===== src/rtl/oad_pkg.sv =====
// Package for the object identifier arc decoder.
// Holds the status codes, the result item type and the decode constants.
// Used by oid_arc_decoder, by its checker oad_chk and by the test bench; it depends on nothing else.
package oad_pkg;

    typedef enum logic [1:0] {
        STAT_OK         = 2'd0,
        STAT_INCOMPLETE = 2'd1,
        STAT_OVERFLOW   = 2'd2
    } status_t;

    typedef struct packed {
        logic [31:0] value;
        logic        last;
        status_t     status;
    } result_t;

    localparam int          ARC_W      = 32;
    localparam int          GROUP_W    = 7;
    localparam logic [6:0]  GROUP_MASK = 7'h7F;
    localparam int          MORE_BIT   = 7;
    localparam logic [6:0]  ARC_SPLIT  = 7'd40;
    localparam logic [31:0] ARC_BASE2  = 32'd80;
    localparam logic [31:0] ARC_TOP    = 32'd2;

endpackage


===== src/rtl/oid_arc_decoder.sv =====
// Object identifier arc decoder: base-128 groups in, arc numbers out.
// Throughput: one byte per cycle while the result queue has room; a byte that ends the first
// subidentifier yields two results and waits in the input register until the two-entry queue has room for both.
// Reset (rst_n low, asynchronous) clears the accumulator and the flags and empties the input register and the queue.
// Depends on oad_pkg.
module oid_arc_decoder (
    input  logic        clk,
    input  logic        rst_n,
    input  logic        s_tvalid,
    output logic        s_tready,
    input  logic [7:0]  s_tdata,   // [7:0] byte_in
    input  logic        s_tuser,   // [0] first_byte
    input  logic        s_tlast,   // last_byte
    output logic        m_tvalid,
    input  logic        m_tready,
    output logic [31:0] m_tdata,   // [31:0] arc_value
    output logic [1:0]  m_tuser,   // [1:0] status
    output logic        m_tlast    // arc_last
);
    import oad_pkg::*;

    // input register
    logic       in_valid_reg, in_valid_next;
    logic [7:0] in_byte_reg;
    logic       in_first_reg;
    logic       in_last_reg;

    // decode state
    logic [ARC_W-1:0] acc_reg, acc_next;
    logic             ovf_reg, ovf_next;
    logic             fad_reg, fad_next;

    // two-entry result queue, slot 0 is the head
    result_t     slot0_reg, slot0_next;
    result_t     slot1_reg, slot1_next;
    logic [1:0]  count_reg, count_next;

    logic [ARC_W-1:0] acc_cur;
    logic             ovf_cur;
    logic             fad_cur;
    logic [ARC_W-1:0] acc_shift;
    logic             ovf_shift;
    logic             small_first;
    logic             hi_arc;
    logic [6:0]       lo_arc;
    status_t          arc_status;
    result_t          res0;
    result_t          res1;
    logic [1:0]       res_n;
    logic             pop;
    logic [1:0]       remain;
    logic             fire;

    assign pop    = m_tvalid && m_tready;
    assign remain = count_reg - {1'b0, pop};

    // decode of the held item
    always_comb
    begin
        acc_cur     = in_first_reg ? '0   : acc_reg;
        ovf_cur     = in_first_reg ? 1'b0 : ovf_reg;
        fad_cur     = in_first_reg ? 1'b0 : fad_reg;
        ovf_shift   = ovf_cur || (acc_cur[ARC_W-1:ARC_W-GROUP_W] != '0);
        acc_shift   = {acc_cur[ARC_W-GROUP_W-1:0], in_byte_reg[GROUP_W-1:0] & GROUP_MASK};
        small_first = !ovf_shift && (acc_shift < ARC_BASE2);
        // v < 80 here, so one compare and subtract gives v/40 and v%40
        hi_arc      = (acc_shift[6:0] >= ARC_SPLIT);
        lo_arc      = hi_arc ? (acc_shift[6:0] - ARC_SPLIT) : acc_shift[6:0];
        arc_status  = ovf_shift ? STAT_OVERFLOW : STAT_OK;

        res0     = '{value: '0, last: 1'b0, status: STAT_OK};
        res1     = '{value: '0, last: 1'b0, status: STAT_OK};
        res_n    = 2'd0;
        acc_next = acc_cur;
        ovf_next = ovf_cur;
        fad_next = fad_cur;

        if (in_byte_reg[MORE_BIT])
        begin
            acc_next = acc_shift;
            ovf_next = ovf_shift;
            if (in_last_reg)
            begin
                res0  = '{value: '0, last: 1'b1, status: STAT_INCOMPLETE};
                res_n = 2'd1;
            end
        end
        else
        begin
            acc_next = '0;
            ovf_next = 1'b0;
            if (!fad_cur)
            begin
                fad_next = 1'b1;
                res_n    = 2'd2;
                if (small_first)
                begin
                    res0 = '{value: {31'd0, hi_arc}, last: 1'b0, status: STAT_OK};
                    res1 = '{value: {25'd0, lo_arc}, last: in_last_reg, status: STAT_OK};
                end
                else
                begin
                    res0 = '{value: ARC_TOP, last: 1'b0, status: STAT_OK};
                    res1 = '{value: acc_shift - ARC_BASE2, last: in_last_reg,
                             status: arc_status};
                end
            end
            else
            begin
                res0  = '{value: acc_shift, last: in_last_reg, status: arc_status};
                res_n = 2'd1;
            end
        end

        // end of identifier drops all state
        if (in_last_reg)
        begin
            acc_next = '0;
            ovf_next = 1'b0;
            fad_next = 1'b0;
        end
    end

    assign fire     = in_valid_reg && ({1'b0, remain} + {1'b0, res_n} <= 3'd2);
    assign s_tready = !in_valid_reg || fire;

    always_comb
    begin
        in_valid_next = s_tready ? s_tvalid : in_valid_reg;
    end

    // queue update: drop the head on pop, then append new results
    always_comb
    begin
        slot0_next = slot0_reg;
        slot1_next = slot1_reg;
        count_next = remain;
        if (pop)
        begin
            slot0_next = slot1_reg;
        end
        if (fire)
        begin
            count_next = remain + res_n;
            if (remain == 2'd0)
            begin
                slot0_next = res0;
                slot1_next = res1;
            end
            else if (remain == 2'd1)
            begin
                slot1_next = res0;
            end
        end
    end

    always_ff @(posedge clk or negedge rst_n)
    begin
        if (!rst_n)
        begin
            in_valid_reg <= 1'b0;
            acc_reg      <= '0;
            ovf_reg      <= 1'b0;
            fad_reg      <= 1'b0;
            count_reg    <= 2'd0;
        end
        else
        begin
            in_valid_reg <= in_valid_next;
            count_reg    <= count_next;
            if (fire)
            begin
                acc_reg <= acc_next;
                ovf_reg <= ovf_next;
                fad_reg <= fad_next;
            end
        end
    end

    always_ff @(posedge clk)
    begin
        if (s_tready && s_tvalid)
        begin
            in_byte_reg  <= s_tdata;
            in_first_reg <= s_tuser;
            in_last_reg  <= s_tlast;
        end
        slot0_reg <= slot0_next;
        slot1_reg <= slot1_next;
    end

    assign m_tvalid = (count_reg != 2'd0);
    assign m_tdata  = slot0_reg.value;
    assign m_tlast  = slot0_reg.last;
    assign m_tuser  = slot0_reg.status;

endmodule


===== config.mk =====
export PLATFORM = sky130hd
export DESIGN_NAME = oid_arc_decoder
export DESIGN_NICKNAME = d
export VERILOG_FILES = /design/src/rtl/oad_pkg.sv /design/src/rtl/oid_arc_decoder.sv
export SDC_FILE = /design/constraint.sdc
export NUM_CORES = 1
export LEC_CHECK = 0
export ABC_AREA = 1
export BUFFER_PORTS_ARGS = -buffer_cell sky130_fd_sc_hd__buf_4
export CAP_MARGIN = 20
export CORE_ASPECT_RATIO = 1.75
export CORE_MARGIN = 5
export CORE_UTILIZATION = 46
export CTS_BUF_LIST = sky130_fd_sc_hd__clkbuf_8
export CTS_CLUSTER_DIAMETER = 80
export DETAILED_ROUTE_END_ITERATION = 8
export GPL_TIMING_DRIVEN = 1
export PLACE_DENSITY_LB_ADDON = 0.08
export SYNTH_ARGS = -nofsm -noshare
export SYNTH_HDL_FRONTEND = slang
export SYNTH_SLANG_ARGS = --single-unit

===== constraint.sdc =====
create_clock -name clk -period 8.7 [get_ports clk]
set_input_delay 1.305 -clock clk [delete_from_list [all_inputs] [get_ports clk]]
set_output_delay 1.305 -clock clk [all_outputs]
set_load 0.02 [all_outputs]

Yosys cells after proc, flatten, opt, wreduce, memory -nomap -nowiden
Cells that the tools add are included.
{ "totals": {"reg_bits": 117, "inputBits": 14, "out_inout_bits": 37} }
{ "op_classes": {"n_addsub": 5, "magnitude_cmp": 3, "n_eq_ne": 1, "n_mux": 27, "n_reduce_logical": 13} }
{ "ops": {"columns": ["operator", "n"], "rows": [
  ["35-bit 2-to-1 mux", 10],
  ["32-bit 2-to-1 mux", 3],
  ["32-bit by 7-bit less-than comparator with 1-bit output, second input constant", 1],
  ["32-bit by 7-bit subtractor with 32-bit output, second input constant", 1],
  ["2-bit 2-to-1 mux", 4],
  ["7-bit by 6-bit greater-or-equal comparator with 1-bit output, second input constant", 1],
  ["1-bit 2-to-1 mux", 7],
  ["7-bit 2-to-1 mux", 1],
  ["7-bit nonzero test", 1],
  ["7-bit by 6-bit subtractor with 7-bit output, second input constant", 1],
  ["5-bit 2-to-1 mux", 1],
  ["1-bit logical AND", 4],
  ["2-bit nonzero test", 2],
  ["2-bit by 2-bit adder with 3-bit output", 1],
  ["3-bit by 2-bit <= comparator with 1-bit output, second input constant", 1],
  ["3-bit 2-to-1 mux", 1],
  ["2-bit adder", 1],
  ["2-bit by 1-bit == test with 1-bit output, second input constant", 1],
  ["1-bit zero test", 2],
  ["2-bit zero test", 1],
  ["1-bit logical OR", 2],
  ["2-bit AND reduction", 1],
  ["2-bit by 1-bit subtractor with 2-bit output", 1]
]} }

Longest topological paths before layout
Gate-level depths: netlist of run 1.
{ "logic_depth": {"ltp_word": 10, "mapped_depth": 19, "depth_no_buf": 15} }

Worst setup path after synthesis of run 1
Ideal clock, no wire load.
{ "synth_timing": {"path_type": "input-to-reg", "startpoint": "input m_tready", "endpoint": "register slot1_reg[0] in the netlist's numbering, enable pin", "setup_time_ns": 0.427, "t_arrival_ns": 5.025, "path_slack_ns": 3.248, "stages": 13, "n_path_buf": 2, "cell_sequence": "nand2_2 clkinv_1 clkbuf_1 ha_1 inv_1 ha_1 inv_1 fa_1 o21ai_1 nor2_4 inv_2 clkbuf_1 nor2_1"} }
{ "synth_via": {"elab_chain_cells": 6, "elab_cells_between_ends": 9} }
{ "synth_rtl": {"columns": ["element", "line_no", "text"], "rows": [
  ["from (decl)", "oid_arc_decoder.sv:15", "input logic m_tready,"],
  ["1-bit logical AND *", "oid_arc_decoder.sv:54", "assign pop = m_tvalid && m_tready;"],
  ["2-bit by 1-bit subtractor with 2-bit output *", "oid_arc_decoder.sv:55", "assign remain = count_reg - {1'b0, pop};"],
  ["2-bit by 2-bit adder with 3-bit output", "oid_arc_decoder.sv:124", "assign fire = in_valid_reg && ({1'b0, remain} + {1'b0, res_n} <= 3'd2);"],
  ["3-bit by 2-bit <= comparator with 1-bit output", "oid_arc_decoder.sv:124", null],
  ["1-bit logical AND", "oid_arc_decoder.sv:124", null],
  ["2-bit AND reduction (no source line) *", null, null],
  ["to (signal assigned)", "oid_arc_decoder.sv:189", "slot1_reg <= slot1_next;"],
  ["to (decl)", "oid_arc_decoder.sv:35", "result_t slot1_reg, slot1_next;"]
]} }
Mark *: on every way between the ends. The rest lies on a longest branch, timed or not.
A chain may end at the register's enable or synchronous reset.

Worst setup path after layout of run 1
{ "layout_timing": {"startpoint": "register in_first_reg", "endpoint": "output s_tready"} }
{ "layout_via": {"elab_chain_cells": 7} }
{ "layout_rtl": {"columns": ["element", "line_no", "text"], "rows": [
  ["from (decl)", "oid_arc_decoder.sv:25", "logic in_first_reg;"],
  ["from (signal assigned)", "oid_arc_decoder.sv:185", "in_first_reg <= s_tuser;"],
  ["1-bit 2-to-1 mux", "oid_arc_decoder.sv:62", "fad_cur = in_first_reg ? 1'b0 : fad_reg;"],
  ["2-bit 2-to-1 mux", "oid_arc_decoder.sv:92", "if (!fad_cur)"],
  ["2-bit 2-to-1 mux", "oid_arc_decoder.sv:78", "if (in_byte_reg[MORE_BIT])"],
  ["2-bit by 2-bit adder with 3-bit output", "oid_arc_decoder.sv:124", null],
  ["3-bit by 2-bit <= comparator with 1-bit output", "oid_arc_decoder.sv:124", null],
  ["1-bit logical AND", "oid_arc_decoder.sv:124", null],
  ["1-bit logical OR", "oid_arc_decoder.sv:125", "assign s_tready = !in_valid_reg || fire;"],
  ["to (decl)", "oid_arc_decoder.sv:10", "output logic s_tready,"]
]} }
Every way passes these cells.

==> impl_metrics.yaml, run 1 <==
layout:
  post-route-util_pct: 53.43
  antenna_cells: 0
  drive_above_1_share_pct: 16.42
  multiInputGateArea_um2: 2699
  regArea_um2: 2978
  nFillCells: 1302
  final_nets: 813
  area_growth_pct: 14.13
  largest_register_ffs: 35
pwr:
  power_mw: 2.975
  intPower_mw: 1.560
  cellLeakagePower_nw: 3.345
  irDropWorstVdd_uv: 342.8
  pwr-share-clk_pct: 15.4
  combinationalPowerShare_pct: 52.4
  power_switching_share_pct: 47.56
  power.density_nw_per_um2: 430.4
  power_frac_seq_pct: 32.2
  p_switching_mw: 1.415
logic_synthesis:
  synth-seq-area-share_pct: 49.16
  synth_nets: 768
  synthTopCellsByCount: "nand2_1, inv_1, nor2_1"
  yosys.cell_count.top_type: "nand2_1"
  ys_warn_count: 0
  synth-edff-count: 45
  synth_top_cell_by_area: "edfxtp_1"
  ys_ff_latch: 117
  synth_area_um2: 6057
  ys_top_cells_by_area: "edfxtp_1, nand2_1, dfrtp_1"
  synthCells: 746
  synth.top_cell.area_share_pct: 22.31
  synth_ff_type: "edfxtp_1"
  synthArstFlopShare_pct: 31.62
  synth.avg_cell_area_um2: 8.119
  ys_types: 44
die:
  start_util_pct: 46.82
  die_w_um: 96.74
  placementRows: 55
  die_h_um: 161.8
  die-area_um2: 15650
  core_um2: 12940
  ioPinCount: 51
cts:
  clock_latency_ps: 440
  cts_tree: "built"
  cts_buffers: 17
  clkTransAtPathRegs_ps: 70
  h-tree-depth: 4
  cts_buffer_depth: 2
  post-cts-setup-buffer-count: 0
  cts_root_buf: "clkbuf_8"
  clkSinkCount: 117
  holdBufCountCts: 0
  cts.repair.resized: 0
grt:
  grt_pass1_wl_um: 26950
  grt_overflow: 0
  first_global_vias: 5251
  grt_start_max_net_pins: 63
  grt_usage_pct: 22.00
  grt_antenna_before_repair: 0
setup_path:
  arrival_ps: 4330
  crit_family: "buffers and inverters"
  crit-reg2reg-launch: "in_first_reg"
  required_ps: 7390
  reg2reg_slack_ps: 3070
  crit_chain: "inv_6 -> nand2_4 -> nor2_4 -> clkinv_1 -> nand2_1 -> ha_1 -> inv_1 -> fa_1 -> o21ai_1 -> nand2_1 -> buf_4"
  cp_slowest_stage_delay_ps: 750
  worst_setup_path_start_kind: "flop"
  crit_top_cell: "nand2_1"
  rr_endpoint: "m_tdata[31]"
  path_class: "reg2out"
  critPathMaxFanout: 27
  crit_buf_inv: 4
  ff2ff_path_depth: 15
  critPathSlowestCell: "clkinv_1"
  worst_setup_path_end_kind: "output pin"
timing:
  rsz0062_at_grt: "no"
  slew_headroom_pct: 33.09
  post-route-period-util_pct: 64.80
  worst_pin_slew_ps: 1004
  setup_viol: 0
  period_needed_ps: 5638
  fin_worst_skew_ps: 12.90
  hold_viol: 0
  maxClockFrequency_mhz: 177.4
  final_max_slew_viol_count: 0
  fin_setup_tns_ps: 0
status:
  status: "completed"
route:
  ant_nets: 0
  post_drt_wl_per_cell_um: 17.28
  drc: 0
  route.vias.total: 5152
  viasPerCell: 5.284
  wl_um: 16850
  dr.pass1.iters: 5
  drtIter0Drc: 245
hold_path:
  holdPathEnd: "m_tuser[0]"
  hp-class: "reg2reg"
  hold_depth: 2
  worstHoldStart: "m_tuser[0]"
placed_design:
  numPortBuffers: 50
  hpwl_um: 12250
  gp_congestion: 0.9256
run:
  maxCapViolCount: 0
-- power by group through the flow --
stage          Sequential [mW]  Combinational (mW)  Clock, mW
3_5_place_dp             0.972                1.53          0
6_report                 0.958                1.56      0.459
2_1_floorplan             1.04                1.00          0
4_1_cts                  0.962                1.55      0.471
5_1_grt                  0.983                1.73      0.495
3_3_place_gp             0.967                1.51          0
-- through the flow --
stage          instances  hold WS (ps)  area [µm²]  setup WS (ps)
4_1_cts              974         484.1        6885           3089
6_report             975         482.6        6913           3062
3_5_place_dp         942         472.2        6525           2913
3_3_place_gp         942         473.4        6525           3096
5_1_grt              975         511.3        6913           2615
2_1_floorplan        746         453.7        6057           3248
-- final cells by class --
type                       count  area share [%]
sequential                   117           43.08
multi-input combinational    540           39.04
timing repair buffer          54           6.154
tap                          171           3.095
clock buffer                  18           3.584
inverter                      61           3.421
clock inverter                14           1.629
-- metal layers --
layer,vias to the layer above,track usage [%],share of wire [%]
li1,2552,-,-
met1,2404,23.27,38
met2,146,39.81,53
met3,50,4.083,3.6
met4,0,13.87,5.7
met5,-,0,0
-- how the worst max path moves through the flow --
stage	start	to	slack, ps	cells after the start
floorplan	m_tready	slot1_reg[0]	3250	13
global placement	m_tready	m_tdata[27]	3100	14
detailed placement	m_tready	m_tdata[16]	2910	14
CTS	in_first_reg	s_tready	3090	11
global route	in_first_reg	m_tdata[3]	2610	14
finish	in_first_reg	s_tready	3060	11
-- tightest hold or removal path, stage by stage, from the launching register on --
cell	delay, ps
dfxtp_1	310
nand2_1	60
a31oi_1	70
-- kinds of logic after synthesis --
group,after synthesis,share of synthesized area [%]
AND/OR/NAND/NOR,410,29.79
flip-flops,117,49.16
AO/OA/AOI/OAI,105,10.29
buffers and inverters,89,6.404
XOR/XNOR,17,2.582
adder cells (fa/ha/maj),8,1.776
-- cell usage in the layout, fill, tap and decap left out, types with 3 or more instances in the layout --
| cell | instances |
|---|---|
| xnor2_1 | 7 |
| nand2_4 | 7 |
| nand3_1 | 31 |
| edfxtp_1 | 45 |
| nor2_2 | 5 |
| nand2_1 | 278 |
| nand2_2 | 12 |
| nand4_1 | 7 |
| o21ai_1 | 5 |
| nor2_4 | 7 |
| clkinv_2 | 5 |
| nor2_1 | 51 |
| o22ai_1 | 30 |
| nand3_2 | 3 |
| o21ai_0 | 41 |
| clkbuf_8 | 18 |
| inv_1 | 54 |
| dfxtp_1 | 35 |
| xor2_1 | 9 |
| buf_4 | 53 |
| o31ai_1 | 17 |
| dfrtp_1 | 37 |
| inv_2 | 4 |
| clkinvlp_4 | 4 |
| a21oi_1 | 4 |
| a31oi_1 | 4 |
| ha_1 | 7 |
Note: power is estimated with default switching activity, not from simulation.
==> run 2, diff against run 1 <==
==> constraint.sdc (replaced) <==
create_clock -name clk -period 5.2 [get_ports clk]
set_input_delay 0.78 -clock clk [delete_from_list [all_inputs] [get_ports clk]]
set_output_delay 0.78 -clock clk [all_outputs]
set_load 0.02 [all_outputs]
==> run 2 against run 1 <==
  * Register-to-register slack worse by 2000 ps
  * Critical path depth is 5 higher
  * Flip-flop and latch count stayed put
  * Clock-buffer cell count unchanged
  * Final area grew 1.1%
  * Critical path type is now reg2reg
  * Cell count up 0.31%
  * Global-route usage is 0.88 points higher
  * Largest cell class unchanged
  * Total power up 72%
  * Routed wire length up 4.6%
  * Hold slack got worse by 160 ps
==> impl_metrics.yaml, run 2 (same netlist as run 1, synthesis figures left out) <==
grt:
  grt_overflow: 0
  busiest_layer: "met2"
  grtUsageMet2_pct: 43.18
  grt.met3_usage_pct: 3.266
  grt_start_max_net_pins: 63
  grt_usage_pct: 22.87
  grt_antenna_before_repair: 0
  first_global_vias: 5330
  use_met1_pct: 23.32
  grt_pass1_wl_um: 27740
layout:
  antenna_cells: 0
  final_nets: 816
  layout_commonest_cell: "nand2_1"
  fin_area_um2: 6987
  drive_above_1_share_pct: 16.60
  layout_common_cells: "nand2_1, buf_4, inv_1"
  nFillCells: 1298
  area_growth_pct: 15.35
  largest_register_ffs: 35
timing:
  post-route-period-util_pct: 80.18
  period_needed_ps: 4169
  setup_viol: 0
  fin_setup_tns_ps: 0
  final_max_slew_viol_count: 0
  fin_worst_skew_ps: 13.95
  rsz0062_at_grt: "no"
  worst_pin_slew_ps: 988.0
  final.setup.worst_slack_ps: 1031
  slew_headroom_pct: 34.14
  hold_viol: 0
  maxClockFrequency_mhz: 239.8
setup_path:
  required_ps: 5590
  arrival_ps: 4560
  critPathSlowestCell: "inv_2"
  crit_chain: "inv_6 -> nand2_4 -> nor2_4 -> clkinv_1 -> buf_4 -> nand2_1 -> ha_1 -> inv_1 -> fa_1 -> o21ai_1 -> nor2_4 -> inv_2 -> nor3_4 -> inv_2 -> o211ai_1 -> nand2_1"
  crit_family: "buffers and inverters"
  path_class: "reg2reg"
  worst_setup_path_end_kind: "flop"
  cp_slowest_stage_delay_ps: 680
  reg2reg_slack_ps: 1030
  critPathMaxFanout: 62
  worst_setup_path_start_kind: "flop"
  ff2ff_path_depth: 16
  crit_buf_inv: 6
  rr_endpoint: "m_tdata[0]"
  crit-reg2reg-launch: "in_first_reg"
die:
  placementRows: 55
  die-area_um2: 15650
  core_um2: 12940
  start_util_pct: 46.82
  die_w_um: 96.74
  ioPinCount: 51
  die_h_um: 161.8
cts:
  clkSinkCount: 117
  holdBufCountCts: 0
  post-cts-setup-buffer-count: 0
  clkTransAtPathRegs_ps: 80
  h-tree-depth: 4
  cts_buffers: 17
  cts_buffer_depth: 2
  cts_root_buf: "clkbuf_8"
  cts.repair.resized: 0
  clock_latency_ps: 440
  cts_tree: "built"
route:
  ant_nets: 0
  post_drt_wl_per_cell_um: 18.02
  viasPerCell: 5.291
  dr.pass1.iters: 7
  route.vias.total: 5175
  wl_um: 17620
  drc: 0
  drtIter0Drc: 264
pwr:
  cellLeakagePower_nw: 3.385
  irDropWorstVdd_uv: 598.5
  intPower_mw: 2.732
  pwr-share-clk_pct: 17.8
  power_switching_share_pct: 46.76
  power.density_nw_per_um2: 734.4
  combinationalPowerShare_pct: 50.9
  p_switching_mw: 2.399
  power_frac_seq_pct: 31.3
placed_design:
  hpwl_um: 12820
  gp_congestion: 0.9594
  numPortBuffers: 50
  place_ws_ps: 1065
  postPlaceCellArea_um2: 6555
hold_path:
  hp-class: "in2async"
status:
  status: "completed"
run:
  maxCapViolCount: 0
run 2: changes by cell type in the layout (fill, tap and decap cells not counted):
cell        delta
buf_16         -1
buf_4          +4
bufinv_16      +3
clkinv_1       +1
clkinv_2       -3
clkinv_4       -1
clkinvlp_4     -1
inv_6          +1
run 2: final cells by class:
| cell class | count | area [µm²] | area share [%] |
|---|---|---|---|
| Timing Repair Buffer | 57 | 427.9 | 6.125 |
| Clock inverter | 14 | 183.9 | 2.633 |
| Clock buffer | 18 | 247.7 | 3.546 |
| Sequential cell | 117 | 2978 | 42.62 |
| Tap cell | 171 | 214.0 | 3.062 |
| Inverter | 61 | 236.5 | 3.385 |
| Multi-Input combinational cell | 540 | 2699 | 38.63 |
run 2: worst reg2reg max path: stages (launching register included):
cell and delay, ps:
edfxtp_1 610, inv_6 350, nand2_4 110, nor2_4 100, clkinv_1 60, buf_4 210
nand2_1 90, ha_1 140, inv_1 50, fa_1 440, o21ai_1 320, nor2_4 60
inv_2 410, nor3_4 140, inv_2 680, o211ai_1 220, nand2_1 120
run 2: metal layers:
layer | routed length [µm] | up-vias | share of wire (%)
met1 | 6531 | 2439 | 37
met2 | 9601 | 138 | 54
li1 | - | 2546 | -
met5 | 0 | - | 0
met3 | 551 | 52 | 3.1
met4 | 940 | 0 | 5.3
run 2: through the flow:
step	hold slack (ps)	total power, mW	utilization, %	cells
6_report	323.8	5.131	54.00	978
5_1_grt	344.4	5.503	54.00	978
4_1_cts	320.3	5.168	54.00	978
3_5_place_dp	473.7	4.240	50.67	946
3_3_place_gp	470.7	4.202	50.67	946
2_1_floorplan	453.7	3.408	-	746
run 2: worst max path at each step:
stage / endpoint / startpoint / slack [ps] / cells past startpoint
floorplan: slot1_reg[0] / count_reg[1] / 260 / 14
global placement: m_tdata[0] / in_first_reg / 1120 / 16
detailed placement: m_tdata[0] / in_first_reg / 1070 / 16
CTS: m_tdata[0] / in_first_reg / 1040 / 16
global route: m_tdata[27] / in_first_reg / 670 / 16
finish: m_tdata[0] / in_first_reg / 1030 / 16
run 2: power by group through the flow:
stage                     logic (mW)  clock network [mW]  registers, mW
after floorplan                 1.67                   0           1.74
after global placement          2.59                   0           1.62
after detailed placement        2.61                   0           1.62
after CTS                       2.63               0.928           1.61
after global routing            2.88               0.974           1.65
final                           2.61               0.911           1.61
==> run 3, diff against run 2 <==
--- a/config.mk
+++ b/config.mk
@@ -5,7 +5,7 @@
 export SDC_FILE = /design/constraint.sdc
 export NUM_CORES = 1
 export LEC_CHECK = 0
-export ABC_AREA = 1
+export ABC_AREA = 0
 export BUFFER_PORTS_ARGS = -buffer_cell sky130_fd_sc_hd__buf_4
 export CAP_MARGIN = 20
 export CORE_ASPECT_RATIO = 1.75
==> constraint.sdc (replaced) <==
create_clock -name clk -period 3.5 [get_ports clk]
set_input_delay 0.525 -clock clk [delete_from_list [all_inputs] [get_ports clk]]
set_output_delay 0.525 -clock clk [all_outputs]
set_load 0.02 [all_outputs]
==> run 3 against run 2 <==
  * Sequential share of layout area fell by 0.084 points
  * Core utilization down 0.18 points
  * Register-to-register slack worse by 660 ps
  * Worst setup slack lost 870 ps
  * Clock-buffer cell count increased by 2
  * Critical path depth down 6
==> impl_metrics.yaml, run 3 <==
route:
  post_drt_wl_per_cell_um: 19.02
  dr.pass1.iters: 5
  ant_nets: 0
  viasPerCell: 5.890
  wl_um: 16280
  drc: 0
  drtIter0Drc: 338
  route.vias.total: 5042
logic_synthesis:
  synthCells: 634
  ys_types: 73
  synth_ff_type: "edfxtp_1"
  synthArstFlopShare_pct: 31.62
  synth_area_um2: 6095
  synth-seq-area-share_pct: 48.86
  synth_top_cell_by_area: "edfxtp_1"
  synth_nets: 656
  synth.avg_cell_area_um2: 9.613
  ys_ff_latch: 117
  yosys.cell_count.top_type: "nand2_1"
  ys_top_cells_by_area: "edfxtp_1, dfrtp_1, dfxtp_1"
  synthTopCellsByCount: "nand2_1, o21ai_0, edfxtp_1"
  synth.top_cell.area_share_pct: 22.17
  synth-edff-count: 45
  ys_warn_count: 0
layout:
  final_nets: 694
  regArea_um2: 2978
  drive_above_1_share_pct: 18.69
  largest_register_ffs: 35
  area_growth_pct: 14.86
  multiInputGateArea_um2: 2806
  nFillCells: 1222
  layout_commonest_cell: "nand2_1"
  layout_common_cells: "nand2_1, o21ai_0, buf_4"
  antenna_cells: 0
hold_path:
  hp-class: "in2async"
timing:
  maxClockFrequency_mhz: 299.1
  rsz0062_at_grt: "no"
  period_needed_ps: 3343
  final.setup.worst_slack_ps: 156.8
  post-route-period-util_pct: 95.52
  final_max_slew_viol_count: 0
  fin_worst_skew_ps: 11.12
  slew_headroom_pct: 44.21
  hold_viol: 0
  setup_viol: 0
  fin_setup_tns_ps: 0
  worst_pin_slew_ps: 829.1
cts:
  cts.repair.resized: 0
  clkSinkCount: 117
  clkTransAtPathRegs_ps: 70
  post-cts-setup-buffer-count: 0
  cts_tree: "built"
  cts_buffers: 17
  cts_buffer_depth: 2
  holdBufCountCts: 0
  clock_latency_ps: 430
  h-tree-depth: 4
  cts_root_buf: "clkbuf_8"
grt:
  grt_antenna_before_repair: 0
  grt_start_max_net_pins: 39
  grt_usage_pct: 21.15
  first_global_vias: 5195
  grt_overflow: 0
  grt_pass1_wl_um: 26560
pwr:
  power.density_nw_per_um2: 1056
  cellLeakagePower_nw: 2.819
  irDropWorstVdd_uv: 897.7
placed_design:
  hpwl_um: 10950
  gp_congestion: 0.8549
  numPortBuffers: 50
  place_ws_ps: 336.0
setup_path:
  critPathSlowestCell: "fa_1"
  path_class: "reg2out"
  worst_setup_path_end_kind: "output pin"
  crit_chain: "or2_4 -> nand2_4 -> inv_1 -> ha_1 -> xor2_2 -> inv_2 -> fa_1 -> o21ai_0 -> nand2_1 -> buf_4"
  worst_setup_path_start_kind: "flop"
  critPathMaxFanout: 6
  arrival_ps: 2820
  cp_slowest_stage_delay_ps: 490
  reg2reg_slack_ps: 370
  required_ps: 2970
run:
  maxCapViolCount: 0
die:
  ioPinCount: 51
  start_util_pct: 46.86
  placementRows: 55
  core_um2: 13010
  die_w_um: 97.01
  die-area_um2: 15740
  die_h_um: 162.3
status:
  status: "completed"
run 3: cell families after synthesis:
family                     count (synthesis)  synth area share, %
DFF                                      117                48.86
buffers and inverters                     76                5.728
AOI/OAI and AO/OA                        190                19.83
muxes                                     33                5.420
and+or+nand+nor                          209                18.25
adders and majority gates                  8                1.765
xor gates and xnor gates                   1               0.1437
run 3: critical path: cells and delay by family (launching register included):
kind / cells / cell delay (ps)
buffers and inverters: 3 / 390
AND/OR/NAND/NOR: 3 / 440
AO/OA/AOI/OAI: 1 / 170
flip-flops: 1 / 410
XOR/XNOR: 1 / 260
adder cells (fa/ha/maj): 2 / 720
run 3: path summary, 6_finish.rpt:
kind,depth (start not counted),startpoint,to
max,10,count_reg[1],s_tready
min,1,rst_n,acc_reg[8]
max reg2reg,13,count_reg[1],m_tdata[1]
min reg2reg,2,slot1_reg[17],m_tdata[14]
max in group asynchronous,1,rst_n,acc_reg[21]
min in group clk,1,s_tdata[4],in_byte_reg[4]
run 3: area by class of cell:
| cell class | instances | share of cell area, % |
|---|---|---|
| flip-flops and latches | 117 | 42.54 |
| clock inverters | 12 | 1.305 |
| well taps | 171 | 3.056 |
| inverters | 24 | 1.287 |
| clock buffers | 20 | 3.932 |
| repair buffers | 71 | 7.793 |
| multi-input cells | 441 | 40.09 |
run 3: report_power, final:
| group | leakage [nW] | switching [mW] | total [mW] | internal [mW] |
|---|---|---|---|---|
| Combinational | 1.40 | 2.43 | 3.78 | 1.35 |
| Sequential | 1.22 | 0.355 | 2.47 | 2.12 |
| Clock | 0.196 | 0.544 | 1.15 | 0.604 |
run 3: through the flow:
stage                     instance area [µm²]  util (%)  total power [mW]  cells  hold WS (ps)
after detailed placement                 6611     50.83             6.248    821         500.6
after CTS                                6978     53.65             7.407    853         78.06
after global placement                   6611     50.83             6.142    821         486.8
after floorplan                          6123         -             5.019    634         229.4
final                                    7000     53.82             7.395    856         79.08
after global routing                     7000     53.82             7.931    856         93.16
run 3: per-layer routing:
| layer | GRT usage, % | routed length (µm) | vias up | part of all wire (%) |
|---|---|---|---|---|
| met5 | 0 | 0 | - | 0 |
| met4 | 9.904 | 437 | 0 | 2.7 |
| met3 | 4.469 | 750 | 34 | 4.6 |
| met2 | 38.77 | 8826 | 160 | 54 |
| met1 | 23.07 | 6269 | 2446 | 38 |
| li1 | - | - | 2402 | - |
